File: config.mk
export PLATFORM = sky130hd
export DESIGN_NAME = nibble_strobe_ack_bus_master_top
export DESIGN_NICKNAME = d
export VERILOG_FILES = /design/src/rtl/core/nsab_pkg.sv /design/src/rtl/core/nibble_strobe_ack_bus_master_top.sv /design/src/rtl/core/nsab_step.sv
export SDC_FILE = /design/constraint.sdc
export NUM_CORES = 1
export LEC_CHECK = 0
export ABC_AREA = 1
export BUFFER_PORTS_ARGS = -buffer_cell sky130_fd_sc_hd__buf_2
export CAP_MARGIN = 20
export CORE_ASPECT_RATIO = 1.4
export CORE_MARGIN = 2
export CORE_UTILIZATION = 56
export CTS_CLUSTER_DIAMETER = 200
export CTS_CLUSTER_SIZE = 24
export DETAILED_ROUTE_END_ITERATION = 12
export GPL_TIMING_DRIVEN = 0
export PLACE_DENSITY_LB_ADDON = 0.05
export RECOVER_POWER = 50
export SYNTH_ARGS = -nofsm -noshare
export SYNTH_HDL_FRONTEND = slang
export SYNTH_SLANG_ARGS = --single-unit
File: constraint.sdc
create_clock -name i_clk -period 3.1 [get_ports i_clk]
set_input_delay 0 -clock i_clk [delete_from_list [all_inputs] [get_ports i_clk]]
set_output_delay 0 -clock i_clk [all_outputs]
set_load 0.02 [all_outputs]
File: src/rtl/core/nsab_pkg.sv
// Shared types, operation codes and nibble helpers for the nibble strobe/ack bus master.
// Used by nsab_step and nibble_strobe_ack_bus_master_top; no other dependencies.
package nsab_pkg;

    localparam int STABLE_SAMPLES_DEF = 3;
    localparam int RUN_W              = 4;   // holds up to 15 equal samples
    localparam int S_TDATA_W          = 40;
    localparam int S_TUSER_W          = 4;
    localparam int M_TDATA_W          = 24;

    typedef enum logic [3:0] {
        OP_IDLE  = 4'd0,
        OP_CMD   = 4'd1,
        OP_ADDR  = 4'd2,
        OP_WBYTE = 4'd3,
        OP_WNIB  = 4'd4,
        OP_RBYTE = 4'd5,
        OP_RNIB  = 4'd6,
        OP_WFIN  = 4'd7,
        OP_RFIN  = 4'd8
    } t_op;

    typedef struct packed {
        logic [3:0]  command;
        logic [3:0]  cmd_code;
        logic [15:0] address;
        logic [7:0]  wr_data;
        logic        ack_in;
        logic        req_echo_in;
        logic [3:0]  rd_nibble_in;
    } t_item;

    typedef struct packed {
        logic        req_out;
        logic        stb_out;
        logic [3:0]  nibble_out;
        logic        bus_input_mode;
        logic        busy_res;
        logic        op_done;
        logic [7:0]  rd_data;
        logic        rd_valid;
    } t_result;

    typedef struct packed {
        t_op              op;
        logic [2:0]       phase;
        logic             wait_lvl;
        logic [5:0]       prev;
        logic [RUN_W-1:0] run;
        logic [7:0]       read_hold;
        logic             req;
        logic             stb;
        logic [3:0]       nib;
        logic             inmode;
        logic [15:0]      operand;
    } t_state;

    function automatic logic [2:0] nibble_count(input t_op k);
        case (k)
            OP_CMD:   nibble_count = 3'd1;
            OP_ADDR:  nibble_count = 3'd4;
            OP_WBYTE: nibble_count = 3'd2;
            OP_WNIB:  nibble_count = 3'd1;
            OP_RBYTE: nibble_count = 3'd2;
            OP_RNIB:  nibble_count = 3'd1;
            default:  nibble_count = 3'd0;
        endcase
    endfunction

    function automatic logic [3:0] nibble_value(input t_op k, input logic [15:0] opnd,
                                                input logic [2:0] ph);
        case (k)
            OP_CMD:  nibble_value = opnd[3:0];
            OP_WNIB: nibble_value = opnd[3:0];
            OP_ADDR: begin
                case (ph[1:0])
                    2'd0:    nibble_value = opnd[15:12];
                    2'd1:    nibble_value = opnd[11:8];
                    2'd2:    nibble_value = opnd[7:4];
                    default: nibble_value = opnd[3:0];
                endcase
            end
            OP_WBYTE: nibble_value = (ph == 3'd0) ? opnd[7:4] : opnd[3:0];
            default:  nibble_value = 4'd0;
        endcase
    endfunction

    // Command nibbles 1 and 4 and the second nibble of byte transfers release request.
    function automatic logic drops_request(input t_op k, input logic [15:0] opnd,
                                           input logic [2:0] ph);
        case (k)
            OP_CMD:   drops_request = (opnd[3:0] == 4'd1) || (opnd[3:0] == 4'd4);
            OP_WBYTE: drops_request = (ph == 3'd1);
            OP_RBYTE: drops_request = (ph == 3'd1);
            default:  drops_request = 1'b0;
        endcase
    endfunction

endpackage

File: src/rtl/core/nibble_strobe_ack_bus_master_top.sv
// Each item passes through an input register, then a result register, before the result transfer.
// Throughput: one item per cycle while the result side is not stalled; the handshake state advances once per item.
// Ack levels on filtered operations count STABLE_SAMPLES equal consecutive tick items.
// Reset (synchronous, active low) idles the controller, drives all lines low in output
// mode and empties both pipeline registers.
// Depends on nsab_pkg and nsab_step.
module nibble_strobe_ack_bus_master_top
    import nsab_pkg::*;
#(
    parameter int STABLE_SAMPLES = STABLE_SAMPLES_DEF
) (
    input  logic                 i_clk,
    input  logic                 i_rst_n,
    input  logic                 i_s_axis_tvalid,
    output logic                 o_s_axis_tready,
    // [3:0] cmd_code, [19:4] address, [27:20] wr_data, [28] ack_in, [29] req_echo_in,
    // [33:30] rd_nibble_in, [39:34] zero
    input  logic [S_TDATA_W-1:0] i_s_axis_tdata,
    // [3:0] command
    input  logic [S_TUSER_W-1:0] i_s_axis_tuser,
    output logic                 o_m_axis_tvalid,
    input  logic                 i_m_axis_tready,
    // [0] req_out, [1] stb_out, [5:2] nibble_out, [6] bus_input_mode, [7] busy_res,
    // [8] op_done, [16:9] rd_data, [17] rd_valid, [23:18] zero
    output logic [M_TDATA_W-1:0] o_m_axis_tdata
);

    t_item   r_in;
    logic    r_in_valid;
    t_result r_out;
    logic    r_out_valid;
    t_state  r_state;
    t_state  n_state;
    t_result n_result;
    t_item   in_item;
    logic    advance;
    logic    in_xfer;

    assign advance         = r_in_valid && (!r_out_valid || i_m_axis_tready);
    assign o_s_axis_tready = !r_in_valid || advance;
    assign in_xfer         = i_s_axis_tvalid && o_s_axis_tready;

    always_comb begin
        in_item.command      = i_s_axis_tuser[3:0];
        in_item.cmd_code     = i_s_axis_tdata[3:0];
        in_item.address      = i_s_axis_tdata[19:4];
        in_item.wr_data      = i_s_axis_tdata[27:20];
        in_item.ack_in       = i_s_axis_tdata[28];
        in_item.req_echo_in  = i_s_axis_tdata[29];
        in_item.rd_nibble_in = i_s_axis_tdata[33:30];
    end

    nsab_step #(
        .STABLE_SAMPLES (STABLE_SAMPLES)
    ) u_step (
        .i_item   (r_in),
        .i_state  (r_state),
        .o_state  (n_state),
        .o_result (n_result)
    );

    always_ff @(posedge i_clk) begin
        if (!i_rst_n) begin
            r_in_valid  <= 1'b0;
            r_out_valid <= 1'b0;
            r_state     <= '{op: OP_IDLE, default: '0};
        end else begin
            if (in_xfer)
                r_in_valid <= 1'b1;
            else if (advance)
                r_in_valid <= 1'b0;
            if (advance) begin
                r_out_valid <= 1'b1;
                r_state     <= n_state;
            end else if (i_m_axis_tready) begin
                r_out_valid <= 1'b0;
            end
        end
    end

    always_ff @(posedge i_clk) begin
        if (in_xfer)
            r_in <= in_item;
        if (advance)
            r_out <= n_result;
    end

    assign o_m_axis_tvalid = r_out_valid;
    assign o_m_axis_tdata  = {6'd0, r_out.rd_valid, r_out.rd_data, r_out.op_done,
                              r_out.busy_res, r_out.bus_input_mode, r_out.nibble_out,
                              r_out.stb_out, r_out.req_out};

    // strobe is always up while a nibble waits for ack high
    a_wait_stb: assert property (@(posedge i_clk) disable iff (!i_rst_n)
        r_state.wait_lvl |-> r_state.stb)
        else $error("waiting for ack high with strobe low");

    a_idle_stb: assert property (@(posedge i_clk) disable iff (!i_rst_n)
        (r_state.op == OP_IDLE) |-> (!r_state.stb && !r_state.wait_lvl))
        else $error("strobe left high with no operation");

    a_rd_done: assert property (@(posedge i_clk) disable iff (!i_rst_n)
        (r_out_valid && r_out.rd_valid) |-> (r_out.op_done && !r_out.busy_res))
        else $error("read data without completion");

endmodule

File: src/rtl/core/nsab_step.sv
// Next-state and result logic for one item of the bus master handshake.
// Depends on nsab_pkg (state, item and result types, nibble helpers).
module nsab_step
    import nsab_pkg::*;
#(
    parameter int STABLE_SAMPLES = STABLE_SAMPLES_DEF
) (
    input  t_item   i_item,
    input  t_state  i_state,
    output t_state  o_state,
    output t_result o_result
);

    localparam logic [RUN_W-1:0] RunLimit = RUN_W'(STABLE_SAMPLES);

    always_comb begin
        t_state           s;
        logic             done;
        logic             rd_done;
        logic             ok;
        logic             filt;
        logic [5:0]       smp;
        logic [RUN_W-1:0] run_n;
        logic [2:0]       ph_n;
        t_op              cmd;

        s       = i_state;
        done    = 1'b0;
        rd_done = 1'b0;
        ok      = 1'b0;
        smp     = {i_item.ack_in, i_item.req_echo_in, i_item.rd_nibble_in};
        run_n   = '0;
        ph_n    = i_state.phase + 3'd1;
        cmd     = t_op'(i_item.command);
        filt    = (i_state.op == OP_WNIB) || (i_state.op == OP_RBYTE) ||
                  (i_state.op == OP_RNIB);

        if (i_state.op != OP_IDLE) begin
            if (i_state.op == OP_WFIN || i_state.op == OP_RFIN) begin
                if (!i_item.req_echo_in) begin
                    if (i_state.op == OP_RFIN)
                        s.inmode = 1'b0;
                    s.op = OP_IDLE;
                    done = 1'b1;
                end
            end else begin
                if (filt) begin
                    // count equal consecutive samples, saturating at the limit
                    if (i_state.run != '0 && smp == i_state.prev)
                        run_n = (i_state.run < RunLimit) ? i_state.run + 1'b1 : i_state.run;
                    else
                        run_n = RUN_W'(1);
                    s.run  = run_n;
                    s.prev = smp;
                    ok = (run_n >= RunLimit) && (i_item.ack_in == i_state.wait_lvl);
                end else begin
                    ok = (i_item.ack_in == i_state.wait_lvl);
                end

                if (ok) begin
                    if (i_state.wait_lvl) begin
                        if (i_state.op == OP_RBYTE || i_state.op == OP_RNIB)
                            s.read_hold = {i_state.read_hold[3:0], i_item.rd_nibble_in};
                        s.req = !drops_request(i_state.op, i_state.operand, i_state.phase);
                        s.stb      = 1'b0;
                        s.nib      = 4'd0;
                        s.wait_lvl = 1'b0;
                        s.run      = '0;
                    end else begin
                        s.phase = ph_n;
                        if (ph_n < nibble_count(i_state.op)) begin
                            s.req      = 1'b1;
                            s.stb      = 1'b1;
                            s.nib      = nibble_value(i_state.op, i_state.operand, ph_n);
                            s.wait_lvl = 1'b1;
                            s.run      = '0;
                        end else begin
                            if (i_state.op == OP_RBYTE)
                                s.inmode = 1'b0;
                            s.op    = OP_IDLE;
                            done    = 1'b1;
                            rd_done = (i_state.op == OP_RBYTE) || (i_state.op == OP_RNIB);
                        end
                    end
                end
            end
        end else if (cmd inside {[OP_CMD:OP_RFIN]}) begin
            s.op        = cmd;
            s.phase     = 3'd0;
            s.run       = '0;
            s.read_hold = 8'd0;
            case (cmd)
                OP_CMD:   s.operand = {12'd0, i_item.cmd_code};
                OP_ADDR:  s.operand = i_item.address;
                OP_WBYTE: s.operand = {8'd0, i_item.wr_data};
                OP_WNIB:  s.operand = {8'd0, i_item.wr_data};
                default:  s.operand = i_state.operand;
            endcase
            if (cmd == OP_WFIN || cmd == OP_RFIN) begin
                s.req = 1'b0;
                s.stb = 1'b0;
                s.nib = 4'd0;
            end else begin
                if (cmd == OP_RBYTE)
                    s.inmode = 1'b1;
                s.req      = 1'b1;
                s.stb      = 1'b1;
                s.nib      = nibble_value(cmd, s.operand, 3'd0);
                s.wait_lvl = 1'b1;
            end
        end

        o_state                 = s;
        o_result.req_out        = s.req;
        o_result.stb_out        = s.stb;
        o_result.nibble_out     = s.nib;
        o_result.bus_input_mode = s.inmode;
        o_result.busy_res       = (s.op != OP_IDLE);
        o_result.op_done        = done;
        o_result.rd_data        = rd_done ? s.read_hold : 8'd0;
        o_result.rd_valid       = rd_done;
    end

endmodule
After elaboration in Yosys (flattened, before gate mapping)
Index checks and enable logic that the tools add are counted.
{"block": "word_totals", "reg_bits": 107, "mem_count": 0, "rom_bits": 0, "latch_bits": 0, "output_inout_bits": 26, "ramBits": 0}
{"block": "op_classes", "n_div": 0, "eq_ne": 26, "n_mul": 0, "reduce_logical": 36, "magnitude_cmp": 5, "shifts": 0, "bitwise_logic": 2, "n_addsub": 2, "mux": 67}
{"operator": "$pmux 16 s3", "n": 1}
{"operator": "$mux 4", "n": 11}
{"operator": "$mux 8", "n": 5}
{"operator": "$mux 19", "n": 2}
{"operator": "$pmux 4 s3", "n": 3}
{"operator": "$mux 35", "n": 1}
{"operator": "$eq 4x3->1 const B", "n": 8}
{"operator": "$mux 1", "n": 32}
{"operator": "$mux 28", "n": 1}
{"operator": "$mux 6", "n": 3}
{"operator": "$eq 4x2->1 const B", "n": 4}
{"operator": "$eq 4x1->1 const B", "n": 3}
{"operator": "$mux 3", "n": 4}
{"operator": "$reduce_bool 4->1", "n": 3}
{"operator": "$mux 10", "n": 1}
{"operator": "$reduce_and 5->1", "n": 2}
{"operator": "$pmux 3 s3", "n": 1}
{"operator": "$eq 4x4->1 const B", "n": 2}
{"operator": "$logic_or 1x1->1", "n": 8}
{"operator": "$reduce_and 4->1", "n": 2}
{"operator": "$reduce_or 2->1", "n": 4}
{"operator": "$mux 7", "n": 1}
{"operator": "$eq 6x6->1", "n": 1}
{"operator": "$ne 2x2->1 const B", "n": 3}
{"operator": "other kinds (22)", "n": 32}

Longest topological paths before layout
Gate-level depths: netlist of the first run.
{"block": "logic_depth", "depth_word": 21, "depth_mapped": 17, "depth_no_buf": 16}

Cells and area by module
From an unflattened synthesis of the first run, not the netlist that was laid out.
{"block": "hier_totals", "cells_unflattened": 897, "area_unflattened_um2": 6563.8}
{"mod": "nibble_strobe_ack_bus_master_top", "cells_per_inst": 397, "area_per_inst_um2": 3986.3, "instances": 1, "seq_area_each_um2": 2702.6}
{"mod": "nsab_step", "cells_per_inst": 500, "area_per_inst_um2": 2577.5, "instances": 1, "seq_area_each_um2": 0.0}

Least setup slack after synthesis of the first run
Ideal clock, no wire load.
{"block": "synth_timing", "path_type": "register to register", "from": "register r_state[42] in the netlist's numbering", "to": "register r_out, in the netlist o_m_axis_tdata[7] (data pin)", "arrival_time_ns": 1.826, "period_less_slack_ns": 2.080, "required_time_ns": 2.846, "path_buffers": 0, "setup_time_ns": 0.254, "stages_incl_launch_ff": 14, "setup_slack_ns": 1.020, "path_cell_list": "dfxtp_1 -> ha_1 -> xnor2_1 -> inv_1 -> ha_1 -> nand3_1 -> nand2_1 -> nand2_1 -> nor2_1 -> nand2_1 -> nand3_1 -> nand2_1 -> nor2_1 -> nand2_1"}
{"element": "start, declared", "line_no": "nibble_strobe_ack_bus_master_top.sv:32", "source": "t_state r_state;"}
{"element": "start signal, assigned", "line_no": "nibble_strobe_ack_bus_master_top.sv:74", "source": "r_state <= n_state;"}
{"element": "end signal, assigned", "line_no": "nibble_strobe_ack_bus_master_top.sv:85", "source": "r_out <= n_result;"}
{"element": "end, declared", "line_no": "nibble_strobe_ack_bus_master_top.sv:30", "source": "t_result r_out;"}

==> metrics.cfg, run 1 <==
[run_status]
outcome = complete, no violations

[layout]
drive_gt1_frac = 0.120
syn2layout_area_growth_pct = 21.8
antennaDiodeCount = 0
final_net_count = 868

[global_route]
grt_pass1_vias = 5086
antenna_found_initial = 0
grt_pass1_wl_um = 24500
grt_usage = 0.305
overflow = 0
grt_max_degree = 29

[floorplanning]
core_area_um2 = 9510
die_h_um = 122
chipWidth_um = 88.0
io_pins = 74
dieArea_um2 = 10700
initial_core_util = 0.581
std_cell_rows = 42

[timing]
post-route-period-util = 0.836
rsz0062_at_grt = false
setup_viol = 0
tightest_slew_ps = 1410
holdWs_ps = 352
fmax_mhz = 386
fin_setup_tns_ps = 0
drv_slew = 0
fin_crit_ps = 2590
hold_viol_final = 0
fin_skew_ps = 8.27
timing.slew.headroom = 0.0591

[critical_path]
crit_path_max_fanout = 5
critPathKind = reg -> reg
worstPathArrival_ps = 2700
startpoint_type = flip-flop
worstPathCellList = nor2_1, inv_1, nor3_1, inv_1, ha_1, nand3_1, nand2_1, nand2_1, nor2_1, nand2_1, nand3_1, nand2_1, nor2_1, nand2_1
slowest_delay_ps = 360
cp.required_ps = 3210
crit_top_cell = nand2_1
crit_path_end_kind = flip-flop
crit_slowest_cell = dfxtp_1

[synthesis]
ys_top_cells_by_area = edfxtp_1 30%, dfxtp_1 18%, nand2_1 12%, a21oi_1 6.0%, inv_1 5.5%
syn_area_um2 = 5530
yosysWarnings = 0
ys_seq_area_frac = 0.489
yosysTopAreaCell = edfxtp_1
yosys.cell_types.count = 44
ys_ff_latch = 107
synth.avg_cell_area_um2 = 8.01
syn_inst = 690
synth.top_cell.area_share = 0.304

[routing]
drc = 0
routed_wirelength_um = 15400
vias = 5154
post_drt_wl_per_cell_um = 16.3
via_per_inst = 5.44
drtPass1Iterations = 6
drt_iter0_drc = 296
ant_nets = 0

[placement]
gp_congestion = 0.911
dp_hpwl_um = 10800
placement.io_buffers = 61

[hold_path]
hp-class = in -> reg

[clock_tree]
worstSkewPairLatency_ps = 350
tritoncts = yes
path_clk_slew_ps = 70
cts_made_buffers = 9
cts_htree_levels = 3
post_cts.repair.setup_buffers = 0
ctsRootBufferMaster = clkbuf_16
cts_buffer_depth = 2
cts_sinks = 107

[power]
p_leak_nw = 2.80
vdd_drop_max_mv = 0.383
power-per-cell-area_nw_per_um2 = 502

[job]
cap_violations = 0

-- cell usage in the layout (no fill, tap or decap), drive strengths merged, types with 2 or more instances in the layout --
master and count:
a211oi 2, a21oi 67, a22oi 3, a31oi 4, buf 55, clkbuf 42
clkinv 3, conb 6, dfxtp 51, dlygate4sd3 42, edfxtp 56, ha 9
inv 93, nand2 186, nand3 48, nand4 11, nor2 48, nor3 6
o21ai 62, o21bai 2, o221ai 4, o22ai 2, xnor2 4, xor2 2
-- area by class of cell --
type                    instances  area [um2]
fillers                       764        2780
well taps                     132         165
multi-input cells             472        2350
clock buffers                  10         239
repair buffers                105         718
inverters                      92         353
clock inverters                 6        62.6
flip-flops and latches        107        2700
plain buffers                  24         138
-- flip-flops by register name, summed over array words and instances, names as in the netlist --
name	flops
o_m_axis_tdata	18
r_in_valid	1
o_m_axis_tvalid	1
r_in	38
r_state	49
-- worst paths after layout --
check	startpoint	to	slack, ps	cells past startpoint
worst min register to register	r_state[14]	r_state[14]	470	2
worst max-delay path	r_state[47]	o_m_axis_tdata[7]	510	14
worst max register to register	r_state[47]	o_m_axis_tdata[7]	510	14
worst min-delay path	i_s_axis_tdata[28]	r_in[5]	350	2
-- metrics by stage --
stage               cells  power, W   util  area (um2)  setup WS (ps)
finish                948   0.00338  0.708        6730            510
global route          948   0.00351  0.708        6730            241
CTS                   948   0.00338  0.713        6780            532
detailed placement    890   0.00219  0.637        6060            553
global placement      888   0.00217  0.632        6020            552
floorplan             695   0.00202      -        5550           1020
-- worst max-delay path, delay by kind of cell (launching register included) --
family                     cells  cell delay [ps]
and+or+nand+nor               11             1420
DFF                            1              360
adders and majority gates      1              310
buffers and inverters          2              250
-- kinds of logic (layout without fill, tap and decap cells) --
family                     Yosys count  count (layout)  synth area share
DFF                                107             107             0.489
other                                1               6          0.000679
adders and majority gates            9               9            0.0204
and+or+nand+nor                    301             301             0.243
AOI/OAI and AO/OA                  150             150             0.148
buffers and inverters              116             237            0.0887
xor gates and xnor gates             6               6           0.00951
-- layer usage --
| layer | vias to the layer above | global-route usage | part of all wire | routed length, um |
|---|---|---|---|---|
| li1 | 2534 | - | - | - |
| met4 | 0 | 0.162 | 0.052 | 804 |
| met5 | - | 0 | 0 | 0 |
| met2 | 201 | 0.567 | 0.54 | 8310 |
| met3 | 57 | 0.0515 | 0.049 | 752 |
| met1 | 2362 | 0.317 | 0.36 | 5550 |
-- report_power, final --
part	total (W)	internal [W]	switching, W
clock	0.00117	0.000649	0.000521
sequential	0.00162	0.00157	0.0000446
combinational	0.000593	0.000194	0.000398
-- cells in the mapped netlist --
library cell,instances
xor2_1,2
xnor2_1,4
buf_4,8
o21a_1,1
ha_1,9
inv_1,81
a21oi_1,66
o31ai_1,1
buf_6,2
nor2_2,2
nor4_4,1
edfxtp_1,56
nand2_2,4
nand4_1,11
conb_1,1
clkbuf_1,10
nor3_1,4
nor2_1,38
o21ai_2,2
o22ai_1,1
buf_2,2
nor3_2,1
nor3_4,1
inv_2,7
a22oi_1,3
o22ai_2,1
or2_1,1
o21bai_1,2
clkinv_1,1
a31oi_1,4
nor2_4,7
o21ai_1,16
o221ai_1,4
nor2_8,1
o2111ai_1,1
buf_1,2
a21oi_2,1
o21ai_0,44
nand2_1,182
nand3_1,48
inv_4,3
o211ai_1,1
dfxtp_1,51
a211oi_1,2
-- what timing repair did --
action / CTS / global route
resized for setup: 0 / 0
hold buffers: 42 / 0
endpoints found under the setup margin: 0 / 0
endpoints found under the hold margin: 46 / 0
Note: power is estimated with default switching activity, not from simulation.
==> run 2, diff against run 1 <==
--- a/config.mk
+++ b/config.mk
@@ -5,12 +5,12 @@
 export SDC_FILE = /design/constraint.sdc
 export NUM_CORES = 1
 export LEC_CHECK = 0
-export ABC_AREA = 1
+export ABC_AREA = 0
 export BUFFER_PORTS_ARGS = -buffer_cell sky130_fd_sc_hd__buf_2
 export CAP_MARGIN = 20
 export CORE_ASPECT_RATIO = 1.4
 export CORE_MARGIN = 2
-export CORE_UTILIZATION = 56
+export CORE_UTILIZATION = 52
 export CTS_CLUSTER_DIAMETER = 200
 export CTS_CLUSTER_SIZE = 24
 export DETAILED_ROUTE_END_ITERATION = 12
==> constraint.sdc (replaced) <==
create_clock -name i_clk -period 2.1 [get_ports i_clk]
set_input_delay 0 -clock i_clk [delete_from_list [all_inputs] [get_ports i_clk]]
set_output_delay 0 -clock i_clk [all_outputs]
set_load 0.02 [all_outputs]
==> run 2 against run 1 <==
Compared with the run above: the flow now finishes with violations (setup timing); flip-flop and latch count stayed put; utilization is 8.8 points higher; critical endpoint is now r_state[19]; non-clock buffer count is 85 higher; synthesized area is 2.5% lower; cell area is 21% higher; power is 45% higher; largest power group unchanged; highest routed layer unchanged; worst hold slack worse by 170 ps; maximum frequency is 6.6% higher; global-route usage is 0.97 points lower; clock skew is 0.92 ps lower.
==> metrics.cfg, run 2 <==
[synthesis]
synth_commonest_cells = 56 x edfxtp_1, 53 x nand2_1, 51 x dfxtp_1, 46 x nor2_1, 33 x a21oi_1
synth.avg_cell_area_um2 = 9.85
synth.top_cell.area_share = 0.312
ys_top_cells_by_area = edfxtp_1 31%, dfxtp_1 19%, nand2_1 3.7%, nor2_1 3.2%, a21oi_1 3.1%
yosys.cell_types.count = 69
ys_seq_area_frac = 0.502
yosysTopAreaCell = edfxtp_1
syn_inst = 547
ys_ff_latch = 107
synth-main-ff-cell = edfxtp_1
yosysMostFrequentCell = edfxtp_1
synth_edf_count = 56
yosysWarnings = 0
syn_area_um2 = 5390
synthArstFlopShare = 0

[critical_path]
r2r-end = r_state[19]
worstPathCellList = ha_4, xnor2_4, inv_2, ha_4, buf_6, a41oi_4, a31oi_4, a211oi_4, buf_6, nand2_4, a311o_1
r2r_slack_ps = -330
startpoint_type = flip-flop
cp.buffers_inverters = 3
critPathKind = reg -> reg
r2r_cells = 11
cp.required_ps = 2340
crit_slowest_cell = dfxtp_4
slowest_delay_ps = 380
worstPathArrival_ps = 2670
crit_path_end_kind = flip-flop
path_delay_family = compound AO/OA/AOI/OAI gates
r2r_start = r_state[42]
crit_path_max_fanout = 4

[timing]
fin_setup_tns_ps = -9310
timing.slew.headroom = 0.420
rsz0062_at_grt = true
fin_skew_ps = 7.35
fin_ws_ps = -330
setup_viol = 57
fin_crit_ps = 2430
tightest_slew_ps = 870
hold_viol_final = 0
drv_slew = 0
fmax_mhz = 412
post-route-period-util = 1.16

[global_route]
grt_max_degree = 39
grt_usage = 0.295
antenna_found_initial = 0
overflow = 0
grt_pass1_vias = 5307
grt_pass1_wl_um = 26300

[routing]
drt_iter0_drc = 407
via_per_inst = 6.05
drc = 0
post_drt_wl_per_cell_um = 19.9
drtPass1Iterations = 7
routed_wirelength_um = 17500
ant_nets = 0
vias = 5334

[run_status]
violations = setup timing
outcome = complete, but fails checks

[floorplanning]
io_pins = 74
initial_core_util = 0.526
std_cell_rows = 44
core_area_um2 = 10200
dieArea_um2 = 11200
chipWidth_um = 90.0
die_h_um = 124

[clock_tree]
path_clk_slew_ps = 80
cts_htree_levels = 3
ctsRootBufferMaster = clkbuf_16
cts_buffer_depth = 2
cts_made_buffers = 9
cts_sinks = 107
tritoncts = yes
worstSkewPairLatency_ps = 360

[layout]
seqCellArea_um2 = 2730
syn2layout_area_growth_pct = 51.1
utilization = 0.795
final_common_cell = buf_4
largest-register = r_state
final_net_count = 795
multi_input_area_um2 = 3220
fillers = 683
drive_gt1_frac = 0.394
fin_area_um2 = 8140
antennaDiodeCount = 0
final_cell_mix = 61 x buf_4, 56 x edfxtp_1, 47 x nand2_1
largest_reg_flops = 49

[placement]
placement.io_buffers = 61
gp_congestion = 0.948
dp_hpwl_um = 10400
place_area_um2 = 6040

[hold_path]
hp-class = in -> reg
hp-start = i_rst_n
min_to = r_state[47]
hold_depth = 4

[power]
power-per-cell-area_nw_per_um2 = 603
p_leak_nw = 2.96
vdd_drop_max_mv = 0.460
p_total_w = 0.00491

[job]
cap_violations = 0

-- run 2: worst min-delay path, delay by kind of cell --
family | cells | cell delay [ps]
AO/OA/AOI/OAI | 3 | 370
buffers and inverters | 1 | 130
-- run 2: what timing repair did --
item / in CTS / in global routing
setup buffers: 47 / 27
hold buffers: 40 / 0
gates resized for setup: 118 / 79
pin swaps: 46 / 43
cloned: 3 / 1
endpoints found under the setup margin: 61 / 76
endpoints found under the hold margin: 40 / 0
-- run 2: area by class of cell --
| cell class | count | share of cell area |
|---|---|---|
| Clock inverter | 6 | 0.00707 |
| Sequential cell | 107 | 0.335 |
| Tap cell | 138 | 0.0212 |
| Clock buffer | 10 | 0.0294 |
| Timing Repair Buffer | 179 | 0.169 |
| Inverter | 22 | 0.0108 |
| Multi-Input combinational cell | 384 | 0.396 |
| Buffer | 35 | 0.0323 |
-- run 2: worst max path at each step --
| stage | startpoint | depth (start not counted) | slack [ps] | to |
|---|---|---|---|---|
| after global placement | r_state[45] | 8 | -570 | r_state[20] |
| after global routing | r_state[42] | 11 | -400 | o_m_axis_tdata[6] |
| after detailed placement | r_state[46] | 9 | -600 | r_state[19] |
| after floorplan | r_state[46] | 10 | -200 | r_state[17] |
| final | r_state[42] | 11 | -330 | r_state[19] |
| after CTS | r_state[47] | 11 | -230 | r_state[19] |
-- run 2: metrics by stage --
step / cells / worst slack, ps / hold WS [ps]
floorplan: 552 / -204 / 98.9
global placement: 751 / -568 / 177
detailed placement: 752 / -602 / 178
CTS: 853 / -234 / 178
global route: 881 / -399 / 206
finish: 881 / -330 / 180
-- run 2: power breakdown --
| part | internal, W | switching, W | total (W) |
|---|---|---|---|
| clock | 0.000864 | 0.000837 | 0.00170 |
| sequential | 0.00228 | 0.0000565 | 0.00233 |
| combinational | 0.000393 | 0.000484 | 0.000877 |
| total | 0.00354 | 0.00138 | 0.00491 |
-- run 2: logic make-up after synthesis --
logic type,share of synthesized area
AND/OR/NAND/NOR,0.207
AO/OA/AOI/OAI,0.195
flip-flops,0.502
buffers and inverters,0.0513
XOR/XNOR,0.0163
adder cells (fa/ha/maj),0.0209
multiplexers,0.00743
other,0.000696
-- run 2: routing by layer --
layer  vias to the layer above  GRT usage  wire length [um]
met5                         -          0                 0
met4                         0      0.228              1310
met3                        98     0.0532               901
met2                       274      0.521              9100
met1                      2519      0.306              6230
li1                       2443          -                 -
